--- config.mk ---
export PLATFORM = sky130hd
export DESIGN_NAME = hfe_divider
export DESIGN_NICKNAME = d
export VERILOG_FILES = /design/src/hw/rtl/hfe_pkg.sv /design/src/hw/rtl/hfe_divider.sv
export SDC_FILE = /design/constraint.sdc
export NUM_CORES = 1
export LEC_CHECK = 0
export BUFFER_PORTS_ARGS = -buffer_cell sky130_fd_sc_hd__buf_2
export CAP_MARGIN = 20
export CORE_MARGIN = 2
export CORE_UTILIZATION = 35
export CTS_BUF_LIST = sky130_fd_sc_hd__clkbuf_4
export DETAILED_ROUTE_END_ITERATION = 12
export PLACE_DENSITY = 0.58
export SLEW_MARGIN = 20
export SYNTH_ARGS = -nofsm -noshare
export SYNTH_HDL_FRONTEND = slang
export SYNTH_SLANG_ARGS = --single-unit
export TNS_END_PERCENT = 20
--- constraint.sdc ---
create_clock -name clk -period 5.56 [get_ports clk]
set_input_delay 0.556 -clock clk [delete_from_list [all_inputs] [get_ports clk]]
set_output_delay 0.556 -clock clk [all_outputs]
set_load 0.01 [all_outputs]
--- src/hw/rtl/hfe_pkg.sv ---
// Shared types and constants for the Haar feature evaluator.
package hfe_pkg;
  localparam int EntryW = 18;
  localparam int CoordW = 5;
  localparam int TypeW = 3;
  localparam int NormW = 24;
  localparam int ValueW = 47;
  localparam int SumW = 24;
  localparam int MagW = SumW + NormW;

  localparam logic CMD_LOAD = 1'b0;
  localparam logic CMD_EVAL = 1'b1;

  localparam logic [TypeW-1:0] FT_EDGE_V = 3'd0;
  localparam logic [TypeW-1:0] FT_EDGE_H = 3'd1;
  localparam logic [TypeW-1:0] FT_LINE_V = 3'd2;
  localparam logic [TypeW-1:0] FT_LINE_H = 3'd3;
  localparam logic [TypeW-1:0] FT_DIAG = 3'd4;

  typedef struct packed {
    logic [TypeW-1:0] ftype;
    logic [CoordW-1:0] x1, x2, x3, x4;
    logic [CoordW-1:0] y1, y2, y3, y4;
  } eval_t;

  // Sum job from front to divider.
  typedef struct packed {
    logic signed [SumW-1:0] sum;
    logic zero;
  } job_t;
endpackage

--- src/hw/rtl/hfe_divider.sv ---
// Back end: restoring divider of |sum| << 24 by the normalizer, one bit per cycle.
module hfe_divider (
  input  logic clk,
  input  logic rst_n,
  input  logic job_valid,
  output logic job_stall,
  input  hfe_pkg::job_t job,
  input  logic [hfe_pkg::NormW-1:0] norm,
  output logic out_valid,
  input  logic out_stall,
  output logic signed [hfe_pkg::ValueW-1:0] out_feature_value
);
  localparam int MW = hfe_pkg::MagW;
  localparam int NW = hfe_pkg::NormW;
  localparam int CW = $clog2(MW + 1);

  logic busy_r;
  logic [CW-1:0] cnt_r;
  logic [MW-1:0] q_r;
  logic [NW:0] rem_r;
  logic [NW-1:0] d_r;
  logic neg_r;
  logic ov_r;
  logic signed [hfe_pkg::ValueW-1:0] res_r;

  logic [NW:0] sh;
  logic [NW:0] diff;
  logic ge;
  logic [hfe_pkg::SumW-1:0] mag;
  logic [hfe_pkg::ValueW-1:0] quo;
  logic take;
  logic done;

  assign job_stall = busy_r || (ov_r && out_stall);
  assign out_valid = ov_r;
  assign out_feature_value = res_r;
  assign mag = job.sum[hfe_pkg::SumW-1] ? -job.sum : job.sum;
  assign sh = {rem_r[NW-1:0], q_r[MW-1]};
  assign diff = sh - {1'b0, d_r};
  assign ge = sh >= {1'b0, d_r};
  assign quo = {q_r[hfe_pkg::ValueW-2:0], ge};
  assign take = job_valid && !job_stall;
  assign done = busy_r && cnt_r == CW'(1);

  always_ff @(posedge clk) begin
    if (!rst_n) begin
      busy_r <= 1'b0;
      ov_r <= 1'b0;
    end else begin
      if (take && job.zero) ov_r <= 1'b1;
      else if (done) ov_r <= 1'b1;
      else if (ov_r && !out_stall) ov_r <= 1'b0;
      if (take) begin
        if (job.zero) begin
          res_r <= '0;
        end else begin
          busy_r <= 1'b1;
          cnt_r <= CW'(MW);
          q_r <= {mag, {NW{1'b0}}};
          rem_r <= '0;
          d_r <= (norm == '0) ? NW'(1) : norm;
          neg_r <= job.sum[hfe_pkg::SumW-1];
        end
      end
      if (busy_r) begin
        rem_r <= ge ? diff : sh;
        q_r <= {q_r[MW-2:0], ge};
        cnt_r <= cnt_r - CW'(1);
        if (done) begin
          busy_r <= 1'b0;
          res_r <= neg_r ? -$signed(quo) : $signed(quo);
        end
      end
    end
  end
endmodule

After elaboration in Yosys (flattened, before gate mapping):

Cells that the tools add are included.

* register bits after elaboration: 152
* bits in latches: 0
* memory bits (writable): 0
* ROM bits: 0
* output and inout port bits: 49
* logic and storage cells: 52
* memories kept: 0

* add/sub/neg operators: 4
* multipliers: 0
* divide/modulo/power cells: 0
* order comparisons: 1
* equal/unequal tests: 2
* shift-type cells: 0
* muxes and demuxes: 23
* bitwise gates (word level): 1
* reduce and logical (&&, ||, !) cells: 13

Operator list (count)
* 47-bit 2-to-1 mux: 5
* 48-bit 2-to-1 mux: 3
* 24-bit 2-to-1 mux: 5
* 47-bit negator: 1
* 25-bit by 24-bit greater-or-equal comparator with 1-bit output: 1
* 24-bit logical NOT: 1
* 24-bit negator: 1
* 24-bit subtractor: 1
* 6-bit 2-to-1 mux: 3
* 1-bit 2-to-1 mux: 7
* 6-bit by 1-bit equality test with 1-bit output (second input constant): 1
* 3-bit AND reduction: 2
* 6-bit by 1-bit subtractor with 6-bit output (second input constant): 1
* 1-bit logical AND: 5
* 3-bit nonzero test: 1
* 1-bit logical NOT: 2
* 2-bit by 1-bit != test with 1-bit output (second input constant): 1
* 2-bit nonzero test: 1
* 1-bit logical OR: 1
* 1-bit NOT: 1

Logic depth before layout (Yosys ltp):

* word-level depth: 7
* gate-level depth with buffers: 20
* depth with buffers taken out: 18

Worst setup path before layout:

Ideal clock, no wire load.

* path kind: register to register
* start: reg rem_r[10]
* end: reg res_r (netlist bit out_feature_value[40]) (data pin)
* arrival time: 4.332 ns
* required time: 5.292 ns
* slack: 0.960 ns
* stages on the path, launching flop included: 20
* clock period less this slack: 4.600 ns
* path through: edfxtp_1 > ha_1 > and4_1 > and4_1 > nor3_1 > a21oi_1 > a21oi_1 > o21bai_1 > clkbuf_1 > inv_1 > clkbuf_1 > ha_1 > nand3b_1 > or2_2 > or3_1 > o41ai_1 > a21boi_1 > nand2_1 > xnor2_1 > o21ai_0

* cells in the longest elaborated chain, start to end: 5

RTL lines
* start: declaration: RTL line hfe_divider.sv:20 `logic [NW:0] rem_r;`
* start signal: assignment: RTL line hfe_divider.sv:66 `rem_r <= ge ? diff : sh;`
* 25-bit by 24-bit greater-or-equal comparator with 1-bit output: RTL line hfe_divider.sv:40 `assign ge = sh >= {1'b0, d_r};`
* 47-bit negator: RTL line hfe_divider.sv:71 `res_r <= neg_r ? -$signed(quo) : $signed(quo);`
* 47-bit 2-to-1 mux: RTL line hfe_divider.sv:71
* 47-bit 2-to-1 mux: RTL line hfe_divider.sv:69 `if (done) begin`
* 47-bit 2-to-1 mux: RTL line hfe_divider.sv:65 `if (busy_r) begin`
* end signal: assignment: RTL line hfe_divider.sv:71
* end: declaration: RTL line hfe_divider.sv:24 `logic signed [hfe_pkg::ValueW-1:0] res_r;`

No other way between the ends.
A chain may end at the register's enable or synchronous reset.

Final worst setup path:

* start: reg rem_r[2]
* end: reg res_r (netlist bit out_feature_value[36]) (data pin)

Same word-level chain as after synthesis.

==> key figures <==
Run status
  • Status: completed

Place
  • Dpl ws: 0.989 ns
  • Final HPWL DP: 13,700 um
  • Port Buffers: 101
  • Placer congestion estimate: 0.830
  • DP Area: 9600 um^2

Power
  • Sw power: 754 uW
  • Leakage Power: 0.00382 uW
  • Max VDD drop: 0.0985 mV
  • Clock power share: 28.3%
  • PD cells: 258 nW/um^2
  • Cell Int Power: 1800 uW
  • Sw frac: 29.5%
  • Logic gate share of total power: 16.0%
  • Reg power frac: 55.7%

Synth
  • Ys Warns: 0
  • Syn Inst Count: 872
  • Post-Syn Area: 8820 um^2
  • Largest family of logic cells by synthesized area: simple AND/OR/NAND/NOR gates
  • Synth Area in XOR/XNOR: 8.34%
  • Synth Area in Compound Gates: 15.5%
  • Synth area leaders: edfxtp_1, xor2_1, o21ai_0, nand2_1, ha_1
  • Post-synthesis mux area share: 0.341%
  • Syn_nets: 954
  • EDFF count, synth: 150
  • Share of flip-flops with an asynchronous set or reset: 0%
  • Share of the yosys chip area belonging to registers: 51.5%
  • Commonest cells post-synth: edfxtp_1, nand2_1, o21ai_0, xor2_1, clkbuf_1
  • Netlist cell types: 63
  • Flops & latches, synth: 152
  • Simple-gate portion of the synthesized area: 15.9%
  • Post-synth top flop: edfxtp_1
  • Most common cell in the netlist: edfxtp_1
  • Syn avg cell area: 10.1 um^2
  • Area share of fa/ha/maj cells after synthesis: 4.20%
  • Top cell type's share of synthesized area: 51.1%
  • Leading area contributor after synthesis: edfxtp_1

Routing
  • 1st-iter DRT viols: 416
  • Wire per inst: 15.3 um
  • Routed vias: 6,525
  • DRC: 0
  • Routed vias/inst: 5.07
  • Final ANT Viol Nets: 0
  • Drt pass-1 iters: 5
  • Routed WL: 19,700 um

Cells and area
  • Nets@finish: 1,024
  • Fillers: 2,500
  • Post-route cell area: 9900 um^2
  • Multi-input gate area: 3930 um^2
  • Reg area: 4550 um^2
  • Area delta synth->final: 12.3%
  • Share of layout cells above drive strength 1: 16.4%

GRT
  • Initial antenna violation count: 1
  • First-pass GRT wire length: 32,000 um
  • Gr ovfl total: 0
  • Largest net degree at the start of global routing: 79
  • Total GRT Usage: 15.2%
  • Vias in the first global route: 6,213

Clock network
  • Clock latency on the worst-skew pair: 0.57 ns
  • Total CTS buffers: 17
  • Clk buf depth: 2
  • CTS tree: done
  • Hold buffers post-CTS: 0
  • Post-cts resize count: 0
  • Clock Sinks: 152
  • Clock transition at path regs: 0.15 ns
  • Max H-tree Level: 4
  • CTS Root Cell: clkbuf_4
  • Setup Buffers After CTS: 0

Floorplanning
  • Core ar.: 25,000 um^2
  • Die Wd: 163 um
  • Starting Density: 35.3%
  • # rows: 58
  • Die height: 163 um
  • Die area: 26,500 um^2
  • I/O pin count: 102

Worst setup path
  • CP Capture Type: register
  • Max Fanout on Critical Path: 5
  • Critical Path AT: 4.92 ns
  • Critical path launch point type: register
  • Worst EP required: 5.88 ns
  • R2r worst-path depth: 17
  • Crit Path Class: reg -> reg

STA
  • Final setup TNS: 0 ns
  • RSZ-0062 raised after global routing: false
  • Setup violators final: 0
  • Slew Viols, Final: 0
  • Hold violation count in the final report: 0
  • Worst Clk Skew: 0.0274 ns
  • Period utilization: 82.8%
  • Max Clk Rate: 217 MHz
  • Worst Max-Slew Pin Slew: 1.02 ns
  • Final WS setup: 0.954 ns
  • Crit path time final: 4.61 ns
  • Max_slew headroom: 32.1%

Flow run
  • Number of max-cap violations: 0

Min path
  • Worst hold path class: in -> reg
  • WHS Path Cells: 1
[logic make-up after synthesis]
family / after synthesis
AO/OA/AOI/OAI: 222
XOR/XNOR: 84
adder cells (fa/ha/maj): 29
buffers and inverters: 98
flip-flops: 152
multiplexers: 3
AND/OR/NAND/NOR: 284
[path summary, 6_finish.rpt]
check	startpoint	to	slack (ns)
max	rem_r[2]	out_feature_value[36]	0.95
max reg2reg	rem_r[2]	out_feature_value[36]	0.95
min reg2reg	out_valid	out_valid	0.49
min	norm[16]	d_r[16]	0.17
[per-stage QoR]
step	hold slack (ns)	utilization (%)	cells	total power [uW]
2_1_floorplan	0.497	-	872	1710
3_3_place_gp	0.467	38.5	1253	1850
3_5_place_dp	0.478	38.5	1253	1860
4_1_cts	0.116	39.7	1285	2580
5_1_grt	0.116	39.7	1286	2690
6_report	0.167	39.7	1286	2550
[per-layer routing]
metal  global-route usage [%]  wire length (um)  vias to the layer above
met3                     2.93               724                       18
met1                     21.9              9860                     3105
met4                     3.66               197                        0
li1                         -                 -                     3284
met5                        0                 0                        -
met2                     23.7              8920                      118
[state kept, by name, indices dropped and copies added (netlist names)]
name,cells
q_r,48
out_feature_value,47
d_r,24
rem_r,24
cnt_r,6
busy_r,1
neg_r,1
out_valid,1
[placed cells by master, fill, tap and decap left out, types with 8 or more instances in the layout]
cell	n
a21o_1	9
a21oi_1	34
and2_1	23
buf_2	101
buf_4	9
clkbuf_4	17
edfxtp_1	150
ha_1	28
inv_1	38
nand2_1	131
nand2b_1	8
nand3_1	13
nor2_1	30
nor3_1	16
nor4_1	9
o21ai_0	102
o31ai_1	17
o41ai_1	14
or3_1	13
xnor2_1	25
xor2_1	59
[power groups by stage]
stage          Sequential, uW  Clock, uW  Combinational [uW]
6_report                 1420        723                 407
5_1_grt                  1430        790                 463
4_1_cts                  1420        746                 413
3_5_place_dp             1450          0                 411
3_3_place_gp             1450          0                 408
2_1_floorplan            1440          0                 273
[cell type report]
class,count,share of cell area (%)
Antenna cell,1,0.0253
Clock inverter,15,1.68
Clock buffer,17,1.29
Timing Repair Buffer,110,5.79
Sequential cell,152,45.9
Inverter,39,1.48
Multi-Input combinational cell,622,39.7
Tap cell,330,4.17
[critical path: stages (launching register included)]
cell and delay [ns]:
edfxtp_1 0.41, ha_1 0.37, a21oi_1 0.21, nand2b_1 0.07
o21ai_0 0.40, nand4_1 0.16, a21oi_1 0.32, o21bai_2 0.12
inv_1 0.08, ha_1 0.19, nand3b_1 0.13, or2_2 0.34
or3_1 0.37, o41ai_1 0.49, a21boi_1 0.37, nand2_1 0.11
xnor2_1 0.13, o21ai_0 0.08
Note: power is estimated with default switching activity, not from simulation.
