[config.mk]
export PLATFORM = sky130hd
export DESIGN_NAME = hfe_fifo
export DESIGN_NICKNAME = d
export VERILOG_FILES = /design/src/hw/rtl/hfe_pkg.sv /design/src/hw/rtl/hfe_fifo.sv
export SDC_FILE = /design/constraint.sdc
export NUM_CORES = 1
export LEC_CHECK = 0
export ABC_AREA = 1
export BUFFER_PORTS_ARGS = -buffer_cell sky130_fd_sc_hd__buf_4
export CAP_MARGIN = 20
export CORE_MARGIN = 8
export CORE_UTILIZATION = 55
export DETAILED_ROUTE_END_ITERATION = 8
export PLACE_DENSITY = 0.81
export SYNTH_ARGS = -nofsm -noshare
export SYNTH_HDL_FRONTEND = slang
export SYNTH_SLANG_ARGS = --single-unit
[constraint.sdc]
create_clock -name clk -period 6.55 [get_ports clk]
set_clock_uncertainty 0.2 [all_clocks]
set_input_delay 0.655 -clock clk [delete_from_list [all_inputs] [get_ports clk]]
set_output_delay 0.655 -clock clk [all_outputs]
set_load 0.005 [all_outputs]
[src/hw/rtl/hfe_pkg.sv]
// Shared types and constants for the Haar feature evaluator.
package hfe_pkg;
  localparam int EntryW = 18;
  localparam int CoordW = 5;
  localparam int TypeW = 3;
  localparam int NormW = 24;
  localparam int ValueW = 47;
  localparam int SumW = 24;
  localparam int MagW = SumW + NormW;

  localparam logic CMD_LOAD = 1'b0;
  localparam logic CMD_EVAL = 1'b1;

  localparam logic [TypeW-1:0] FT_EDGE_V = 3'd0;
  localparam logic [TypeW-1:0] FT_EDGE_H = 3'd1;
  localparam logic [TypeW-1:0] FT_LINE_V = 3'd2;
  localparam logic [TypeW-1:0] FT_LINE_H = 3'd3;
  localparam logic [TypeW-1:0] FT_DIAG = 3'd4;

  typedef struct packed {
    logic [TypeW-1:0] ftype;
    logic [CoordW-1:0] x1, x2, x3, x4;
    logic [CoordW-1:0] y1, y2, y3, y4;
  } eval_t;

  // Sum job from front to divider.
  typedef struct packed {
    logic signed [SumW-1:0] sum;
    logic zero;
  } job_t;
endpackage

[src/hw/rtl/hfe_fifo.sv]
// Two-entry queue between front end and divider.
module hfe_fifo (
  input  logic clk,
  input  logic rst_n,
  input  logic wr_valid,
  output logic wr_stall,
  input  hfe_pkg::job_t wr_data,
  output logic rd_valid,
  input  logic rd_stall,
  output hfe_pkg::job_t rd_data
);
  hfe_pkg::job_t q_r [2];
  logic wp_r, rp_r;
  logic [1:0] cnt_r;
  logic wr, rd;

  assign wr_stall = cnt_r == 2'd2;
  assign rd_valid = cnt_r != 2'd0;
  assign rd_data = q_r[rp_r];
  assign wr = wr_valid && !wr_stall;
  assign rd = rd_valid && !rd_stall;

  always_ff @(posedge clk) begin
    if (wr) q_r[wp_r] <= wr_data;
    if (!rst_n) begin
      wp_r <= 1'b0;
      rp_r <= 1'b0;
      cnt_r <= '0;
    end else begin
      if (wr) wp_r <= ~wp_r;
      if (rd) rp_r <= ~rp_r;
      cnt_r <= cnt_r + {1'b0, wr} - {1'b0, rd};
    end
  end
endmodule

### After elaboration in Yosys (flattened, before gate mapping)

Memories as Yosys holds them, arrays and structs flattened. A register that Yosys moved wholly into a read port is not among the register bits.
Cells that the tools add are included.

| word-level totals | value |
|---|---|
| bits in registers | 4 |
| latch bits | 0 |
| memories kept | 1 |
| word-level logic and storage cells | 18 |
| bits in writable memories | 50 |
| memory bits (read-only) | 0 |

Memories:

| memory | depth | bits a word | read ports | clocked after Yosys merged registers in | wr ports | RTL line | source |
|---|---|---|---|---|---|---|---|
| q_r | 2 | 25 | 1 | 1 | 1 | hfe_fifo.sv:12 | `hfe_pkg::job_t q_r [2];` |

| cells by class | value |
|---|---|
| shift-type cells | 0 |
| equal/unequal tests | 1 |
| multipliers | 0 |
| order comparisons | 0 |
| reductions and logical operators | 5 |
| divide/modulo/power cells | 0 |
| add/sub/neg operators | 2 |
| mux-type cells | 4 |
| bitwise operators | 2 |

Operators with widths:

| kind | number |
|---|---|
| $mux 1 | 4 |
| $add 2x1->2 | 1 |
| $eq 2x2->1 const B | 1 |
| $logic_and 1x1->1 | 2 |
| $logic_not 1->1 | 2 |
| $not 1->1 | 2 |
| $reduce_bool 2->1 | 1 |
| $sub 2x1->2 | 1 |

### Logic depth before layout (Yosys ltp)

Gate-level depths: netlist of run 1.

| logic depth | value |
|---|---|
| depth in word-level cells | 5 |
| mapped depth | 11 |

### Worst setup path after synthesis of run 1

OpenSTA, ideal clock, no wires.

| path | value |
|---|---|
| path kind | input to register |
| start | input wr_valid |
| end | memory q_r[0][0] (netlist bit), enable pin |
| setup slack | 4.155 ns |
| data required time | 5.943 ns |
| arrival time | 1.788 ns |
| cell stages on the path | 2 |
| buffers on the path | 0 |
| cell sequence | nand2_1 nor2_1 |

| between the ends | value |
|---|---|
| word-level cells in the longest chain between the ends | 3 |

Ends and longest elaborated chain:

| element | RTL line | source |
|---|---|---|
| from (decl) | hfe_fifo.sv:5 | `input logic wr_valid,` |
| $logic_and 1x1->1 | hfe_fifo.sv:20 | `assign wr = wr_valid && !wr_stall;` |
| $mux 1 | hfe_fifo.sv:24 | `if (wr) q_r[wp_r] <= wr_data;` |
| $mux 1 (not written as such) | hfe_fifo.sv:24 |  |
| to (decl) | hfe_fifo.sv:12 |  |

Every way passes these cells.

==> results.yml, run 1 <==
critical_path:
  path_class: "reg2out"
  r2r_cells: 4
  endpoint_kind: "primary output"
  critPathSlowestCell: "dfxtp_1"
  cp_common_cell: "buf_4"
  crit_path_max_incr_delay_ns: 0.53
  crit_buf_inv: 2
  critPathArrivalTime_ns: 1.75
  cp.required_ns: 5.69
  r2r_start: "cnt_r[0]"
  startpoint_type: "flop"
  crit_family: "buffers and inverters"
  worstPathMaxFanout: 19
  rrSetupSlack_ns: 4.61
  crit_chain: "buf_4 > mux2_2 > buf_4"
  r2r_end: "q_r[1][9]"
logic_synthesis:
  synth_compound_area_share_pct: 0.4648
  ys.flop_type: "edfxtp_1"
  synthCells: 115
  synth_xor_area_share_pct: 0
  yosysSeqAreaShare_pct: 74.38
  synth_edf_count: 50
  synthAdderAreaFrac_pct: 1.162
  synth_top_cell_by_area: "edfxtp_1"
  syn_nets: 146
  synthTopCellsByCount: "50 x edfxtp_1, 20 x mux2_4, 9 x nand2_1"
  synth.distinct_cells: 12
  yosysMostFrequentCell: "edfxtp_1"
  async_flop_share_pct: 0
  synthesis.area_mm2: 0.002153
  synthSimpleGateAreaFrac_pct: 3.661
  ys_seq_elements: 55
  synth_area_leaders: "edfxtp_1 70%, mux2_4 14%, dfxtp_1 4.6%, mux2_2 2.6%, buf_12 1.9%"
  yosysTopAreaCellShare_pct: 69.73
  synthMuxAreaShare_pct: 16.56
  yosys_warnings: 0
  synth_top_family_by_area: "multiplexers"
  syn_avg_cell_area_um2: 18.72
floorplanning:
  core_region_area_mm2: 0.003716
  std_cell_rows: 22
  die_w_um: 78.57
  start_util_pct: 57.95
  die-area_mm2: 0.006173
  ios: 56
  die_y_um: 78.57
global_route:
  antenna_found_initial: 0
  grt_max_degree: 26
  overflow: 0
  grt_pass1_wl_um: 5582
  grt_pass1_vias: 1145
  grt_usage_pct: 11.85
min_path:
  whs_path_depth: 2
  min-delay-path-class: "reg2reg"
  hold_start: "rp_r"
timing:
  hold_viol: 0
  setup_viol: 0
  slew_violations: 0
  rsz0062_at_grt: "false"
  relSlewSlack_pct: 34.52
  setup_tns_ns: 0
  finalCriticalPeriod_ns: 2.603
  period_share_pct: 39.74
  max_freq_ghz: 0.3842
  worst_pin_slew_ns: 0.9812
clocking:
  clkLatencyLatePin_ns: 0.29
  clockBufferDepth: 2
  cts-htree-levels: 2
  post-cts-setup-buffers: 0
  cts_resized: 0
  root_buffer: "clkbuf_8"
  clk_pin_slew_worst_paths_ns: 0.08
  cts_sinks: 55
  hold_buffers: 0
  numCtsBuffers: 5
  cts_tree: "yes"
flow_run:
  drv_cap: 0
final_layout:
  syn2layout_area_growth_pct: 24.93
  diodes: 0
  drive_above_1_share_pct: 50.57
  final_nets: 207
  final_core_util_pct: 72.39
  fill_cells: 249
power_and_ir_drop:
  ir_drop_uv: 213.0
  p_leak_nw: 1.103
  p_per_area_mw_per_mm2: 341.6
route:
  drtPass1Iterations: 4
  initialDrtViolationCount: 43
  wire_per_inst_um: 16.07
  ant_nets: 0
  via_per_inst: 4.996
  vias: 1119
  wl_um: 3600
  drc_errors: 0
place:
  dp_hpwl_um: 2739
  port_buffers: 55
  gp_congestion: 0.6823
status:
  status: "finished, final reports clean"
[cell type report]
cell class	count	area (um^2)	share of cell area (%)
tap	48	60.06	2.233
clock buffer	5	68.82	2.558
clock inverter	2	8.758	0.3256
sequential	55	1602	59.54
timing repair buffer	57	447.9	16.65
inverter	8	30.03	1.116
multi-input combinational	49	473.0	17.58
[worst max-delay path by stage]
stage                             to      from  cells after the start  slack, ns
after floorplan            q_r[0][0]  wr_valid                      2       4.16
after global placement     q_r[0][9]  wr_valid                      3       4.20
after detailed placement  rd_data[1]      flop                      3       4.26
after CTS                 rd_data[1]      flop                      3       3.92
after global routing      rd_data[1]      flop                      3       3.85
final                     rd_data[1]      flop                      3       3.95
[per-layer routing]
metal,share of wire (%),track usage (%)
met3,7.9,5.695
met1,36,11.44
met5,0,0
met2,54,20.80
met4,2.5,5.556
[logic make-up (layout without fill, tap and decap cells)]
group	Yosys count	in the layout
flip-flops	55	55
adder cells (fa/ha/maj)	2	2
multiplexers	25	25
AO/OA/AOI/OAI	2	2
AND/OR/NAND/NOR	20	20
buffers and inverters	11	72
[report_power, final]
group	total [mW]	internal, mW	switching, mW	leakage (nW)
Combinational	0.287	0.166	0.120	0.554
Sequential	0.468	0.446	0.0221	0.508
Clock	0.165	0.0712	0.0935	0.0414
Total	0.919	0.683	0.236	1.10
[layout by cell type (no fill, tap or decap)]
cell type / synthesis / layout
buf_16: 0 / 1
nand3_1: 3 / 3
clkinv_1: 0 / 1
mux2_4: 20 / 20
mux2_2: 5 / 5
nor2_2: 0 / 1
nand2_1: 9 / 9
ha_1: 2 / 2
edfxtp_1: 50 / 50
dfxtp_1: 5 / 5
clkinv_2: 0 / 1
nor2_1: 8 / 7
clkbuf_8: 0 / 5
a21oi_1: 2 / 2
buf_4: 0 / 56
inv_1: 8 / 8
[registers in the layout (all words and copies together), names as in the netlist, named ones only]
signal,cells
q_r,50
wp_r,1
rp_r,1
cnt_r,2
[worst register-to-register path, delay by kind of cell, from the launching register on]
family	cells	cell delay (ns)
simple gates	2	0.21
flops	1	0.36
buf+inv	2	0.79
[metrics by stage]
stage / setup WS, ns / hold WS (ns) / instance area (um^2) / std cells / power (mW)
finish: 3.947 / 0.3074 / 2690 / 224 / 0.9189
global route: 3.847 / 0.3211 / 2690 / 224 / 0.9645
CTS: 3.918 / 0.3142 / 2690 / 224 / 0.9312
detailed placement: 4.258 / 0.2929 / 2613 / 217 / 0.7683
global placement: 4.203 / 0.2884 / 2585 / 216 / 0.7446
floorplan: 4.155 / 0.2675 / 2153 / 115 / 0.6461
No activity file was read; power rests on OpenSTA's default activity.
==> run 2, diff against run 1 <==
--- a/config.mk
+++ b/config.mk
@@ -9,9 +9,9 @@
 export BUFFER_PORTS_ARGS = -buffer_cell sky130_fd_sc_hd__buf_4
 export CAP_MARGIN = 20
 export CORE_MARGIN = 8
-export CORE_UTILIZATION = 55
+export CORE_UTILIZATION = 46
 export DETAILED_ROUTE_END_ITERATION = 8
-export PLACE_DENSITY = 0.81
+export PLACE_DENSITY = 0.72
 export SYNTH_ARGS = -nofsm -noshare
 export SYNTH_HDL_FRONTEND = slang
 export SYNTH_SLANG_ARGS = --single-unit
==> constraint.sdc (replaced) <==
create_clock -name clk -period 2.1 [get_ports clk]
set_clock_uncertainty 0.2 [all_clocks]
set_input_delay 0.21 -clock clk [delete_from_list [all_inputs] [get_ports clk]]
set_output_delay 0.21 -clock clk [all_outputs]
set_load 0.005 [all_outputs]
==> run 2 against run 1 <==
Worst hold slack worse by 0.25 ns. Cell count rose by 17%. Routed wire length is 13% higher. Die area rose by 15%. Non-clock buffer count up 31. First-iteration DRC count is 110% higher. Combinational power rose to 3.3 times the previous value. Critical path type unchanged.
==> results.yml, run 2 (synthesis gave the netlist of run 1 again) <==
critical_path:
  critPathSlowestCell: "dfxtp_1"
  crit_path_max_incr_delay_ns: 0.56
  startpoint_type: "flop"
  crit_chain: "buf_4 > mux2_4 > buf_4"
  cp_common_cell: "buf_4"
  critPathArrivalTime_ns: 1.61
  endpoint_kind: "primary output"
  worstPathMaxFanout: 9
  cp.required_ns: 1.69
  path_class: "reg2out"
power_and_ir_drop:
  p_per_area_mw_per_mm2: 984.2
  p_leak_nw: 1.233
  ir_drop_uv: 553.4
route:
  ant_nets: 0
  drtPass1Iterations: 4
  wire_per_inst_um: 15.57
  drc_errors: 0
  initialDrtViolationCount: 92
  wl_um: 4063
  via_per_inst: 4.713
  vias: 1230
global_route:
  grt_pass1_wl_um: 6672
  antenna_found_initial: 0
  grt_max_degree: 16
  overflow: 0
  grt_pass1_vias: 1366
  grt_usage_pct: 12.23
final_layout:
  final_common_cell: "buf_4"
  final_nets: 238
  top_regs: "q_r: 50 flops, cnt_r: 2 flops"
  regMostFlops: "q_r"
  syn2layout_area_growth_pct: 38.87
  drive_above_1_share_pct: 44.93
  diodes: 0
  largest_register_ffs: 50
  final_cell_mix: "60 x buf_4, 50 x edfxtp_1, 27 x dlygate4sd3_1"
clocking:
  cts_resized: 0
  post-cts-setup-buffers: 0
  clkLatencyLatePin_ns: 0.30
  cts_sinks: 55
  clk_pin_slew_worst_paths_ns: 0.08
  cts-htree-levels: 2
  cts_tree: "yes"
  numCtsBuffers: 5
  clockBufferDepth: 2
  root_buffer: "clkbuf_8"
floorplanning:
  die_y_um: 84.42
  die-area_mm2: 0.007127
  die_w_um: 84.42
  core_region_area_mm2: 0.004629
  ios: 56
  start_util_pct: 46.51
  std_cell_rows: 25
flow_run:
  drv_cap: 0
timing:
  period_share_pct: 96.07
  setup_viol: 0
  max_freq_ghz: 0.4957
  relSlewSlack_pct: 74.40
  holdWs_ns: 0.06237
  worst_pin_slew_ns: 0.3835
  hold_viol: 0
  setup_tns_ns: 0
  slew_violations: 0
  rsz0062_at_grt: "false"
  finalCriticalPeriod_ns: 2.017
place:
  dp_hpwl_um: 2881
  gp_congestion: 0.6988
  port_buffers: 55
status:
  status: "finished, final reports clean"
min_path:
  min-delay-path-class: "in2reg"
## run 2: report_power, final
part	leakage (nW)	switching (mW)	total [mW]	internal (mW)
registers	0.508	0.0711	1.46	1.39
clock network	0.0414	0.309	0.531	0.223
logic	0.683	0.388	0.953	0.565
## run 2: layout make-up
type | instances | area (um^2)
clock buffers | 5 | 68.82
clock inverters | 2 | 8.758
fillers | 339 | 1639
inverters | 8 | 30.03
multi-input cells | 49 | 473.0
flip-flops and latches | 55 | 1602
well taps | 54 | 67.56
repair buffers | 88 | 740.7
## run 2: what timing repair did
item	CTS	global route
endpoints found under the hold margin	55	0
endpoints found under the setup margin	0	0
hold buffers	27	0
## run 2: worst max-delay path, delay by kind of cell (launching register included)
kind	cells	cell delay [ns]
buffers and inverters	2	0.43
flip-flops	1	0.56
multiplexers	1	0.32
## run 2: final timing paths
path / startpoint / endpoint / slack (ns) / cells after the start
worst max-delay path: flop / rd_data[17] / 0.08 / 3
worst min register to register: rp_r / rp_r / 0.32 / 2
worst max register to register: cnt_r[0] / cnt_r[1] / 0.33 / 10
worst min-delay path: rd_stall / rp_r / 0.06 / 5
## run 2: metrics by stage
step | util (%) | instance area (um^2) | power, mW | cells | setup WS, ns
3_3_place_gp | 57.08 | 2643 | 2.368 | 227 | 0.4334
4_1_cts | 64.59 | 2990 | 2.979 | 261 | 0.05312
5_1_grt | 64.59 | 2990 | 3.112 | 261 | 0.001207
3_5_place_dp | 57.08 | 2643 | 2.411 | 227 | 0.3471
2_1_floorplan | - | 2156 | 2.016 | 115 | 0.2748
6_report | 64.59 | 2990 | 2.943 | 261 | 0.08256
## run 2: per-layer routing
metal  vias to the layer above  global-route usage, %  routed length (um)  share of wire (%)
met5                         -                      0                   0                  0
met4                         0                  4.369                  56                1.4
met3                         7                  5.463                 280                6.9
met2                        38                  20.70                2056                 51
met1                       585                  13.18                1670                 41
li1                        600                      -                   -                  -
==> run 3, diff against run 2 <==
--- a/config.mk
+++ b/config.mk
@@ -9,9 +9,9 @@
 export BUFFER_PORTS_ARGS = -buffer_cell sky130_fd_sc_hd__buf_4
 export CAP_MARGIN = 20
 export CORE_MARGIN = 8
-export CORE_UTILIZATION = 46
+export CORE_UTILIZATION = 45
 export DETAILED_ROUTE_END_ITERATION = 8
-export PLACE_DENSITY = 0.72
+export PLACE_DENSITY = 0.7
 export SYNTH_ARGS = -nofsm -noshare
 export SYNTH_HDL_FRONTEND = slang
 export SYNTH_SLANG_ARGS = --single-unit
==> run 3 against run 2 <==
Routed wire length rose by 1.6%. First-iteration DRC count is 45% lower. Maximum frequency rose by 5.5%. Critical path type is now reg2reg.
==> results.yml, run 3 (synthesis gave the netlist of run 1 again) <==
route:
  drtPass1Iterations: 4
  initialDrtViolationCount: 51
  drc_errors: 0
  wire_per_inst_um: 15.76
  vias: 1258
  via_per_inst: 4.802
  route.met2.wl_um: 2316
  met1_length_um: 1479
  routed-wl-met3_um: 237
  dr.max_layer_used: "met4"
  wl_um: 4129
  ant_nets: 0
critical_path:
  cp.required_ns: 2.09
  cp-startpoint: "cnt_r[0]"
  endpoint_kind: "flop"
  endpoint: "cnt_r[1]"
  r2r_start: "cnt_r[0]"
  crit_chain: "inv_1 > nand2_1 > nand2_1 > ha_1 > inv_1 > ha_1 > inv_1 > nand2_1 > a21oi_1 > nor2_1"
  path_class: "reg2reg"
  r2r_end: "cnt_r[1]"
  startpoint_type: "flop"
  rrSetupSlack_ns: 0.19
  critPathSlowestCell: "dfxtp_1"
  r2r_cells: 10
  crit_path_max_incr_delay_ns: 0.37
  worstPathMaxFanout: 4
  critPathArrivalTime_ns: 1.90
place:
  dp_hpwl_um: 2932
  gp_congestion: 0.6607
  placed_area_mm2: 0.002630
  port_buffers: 55
  pre_cts_ws_ns: 0.2571
clocking:
  cts-htree-levels: 2
  cts_sinks: 55
  clockBufferDepth: 2
  post-cts-setup-buffers: 0
  cts_tree: "yes"
  clkLatencyLatePin_ns: 0.29
  numCtsBuffers: 5
  root_buffer: "clkbuf_8"
  clk_pin_slew_worst_paths_ns: 0.08
floorplanning:
  die-area_mm2: 0.007255
  core_region_area_mm2: 0.004661
  start_util_pct: 46.20
  die_y_um: 85.18
  ios: 56
  die_w_um: 85.18
  std_cell_rows: 25
timing:
  setup_viol: 0
  finalWorstSetupSlack_ns: 0.1884
  hold_viol: 0
  finalCriticalPeriod_ns: 1.912
  max_freq_ghz: 0.5231
  slew_violations: 0
  rsz0062_at_grt: "false"
  worst_pin_slew_ns: 0.3032
  relSlewSlack_pct: 79.77
  setup_tns_ns: 0
  period_share_pct: 91.03
global_route:
  grt_usage_pct: 11.85
  overflow: 0
  grt_max_degree: 17
  grt_pass1_vias: 1399
  grt_pass1_wl_um: 6624
  antenna_found_initial: 0
final_layout:
  syn2layout_area_growth_pct: 40.85
  top_regs: "q_r: 50 flops, cnt_r: 2 flops"
  regMostFlops: "q_r"
  final_core_util_pct: 65.07
  drive_above_1_share_pct: 45.19
  final_cell_mix: "61 x buf_4, 50 x edfxtp_1, 27 x dlygate4sd3_1"
  largest_register_ffs: 50
  diodes: 0
  final_nets: 238
  final_common_cell: "buf_4"
  finalInstanceArea_mm2: 0.003033
power_and_ir_drop:
  ir_drop_uv: 755.3
  p_leak_nw: 1.254
  p_per_area_mw_per_mm2: 1057
flow_run:
  drv_cap: 0
status:
  status: "finished, final reports clean"
min_path:
  min-delay-path-class: "in2reg"
## run 3: metal layers
| metal | GRT usage [%] | vias up |
|---|---|---|
| met5 | 0 | - |
| met4 | 4.531 | 0 |
| met3 | 4.633 | 11 |
| met2 | 22.23 | 35 |
| met1 | 11.22 | 610 |
| li1 | - | 602 |
## run 3: final cells by class
type	instances	area (um^2)
inverters	8	30.03
multi-input cells	49	473.0
flip-flops and latches	55	1602
repair buffers	88	728.2
clock inverters	2	60.06
clock buffers	6	72.57
well taps	54	67.56
fillers	325	1628
## run 3: where the power goes
part	total (mW)	switching [mW]	internal, mW
clock network	0.790	0.314	0.476
registers	1.44	0.0568	1.39
logic	0.970	0.417	0.553
total	3.20	0.787	2.42
## run 3: worst min path at each step
stage                    start        end  cells after the start
global route          rd_stall       rp_r                      4
floorplan                rst_n   cnt_r[0]                      2
detailed placement  wr_data[9]  q_r[0][9]                      1
finish                rd_stall       rp_r                      4
CTS                   rd_stall       rp_r                      4
global placement    wr_data[2]  q_r[0][2]                      1
## run 3: through the flow
step	std cells	hold WS [ns]	total power [mW]
after floorplan	115	0.1035	2.016
after global placement	227	0.1970	2.353
after detailed placement	227	0.1990	2.406
after CTS	262	0.05807	3.223
after global routing	262	0.07617	3.360
final	262	0.07084	3.204
## run 3: worst max-delay path: cells and delay by family, from the launching register on
kind	cells	cell delay, ns
buffers and inverters	3	0.17
and+or+nand+nor	4	0.38
AOI/OAI and AO/OA	1	0.20
DFF	1	0.37
adders and majority gates	2	0.49
## run 3: repair_timing
| action | CTS | global route |
|---|---|---|
| endpoints found under the hold margin | 55 | 0 |
| resized for setup | 0 | 0 |
| hold buffers | 27 | 0 |
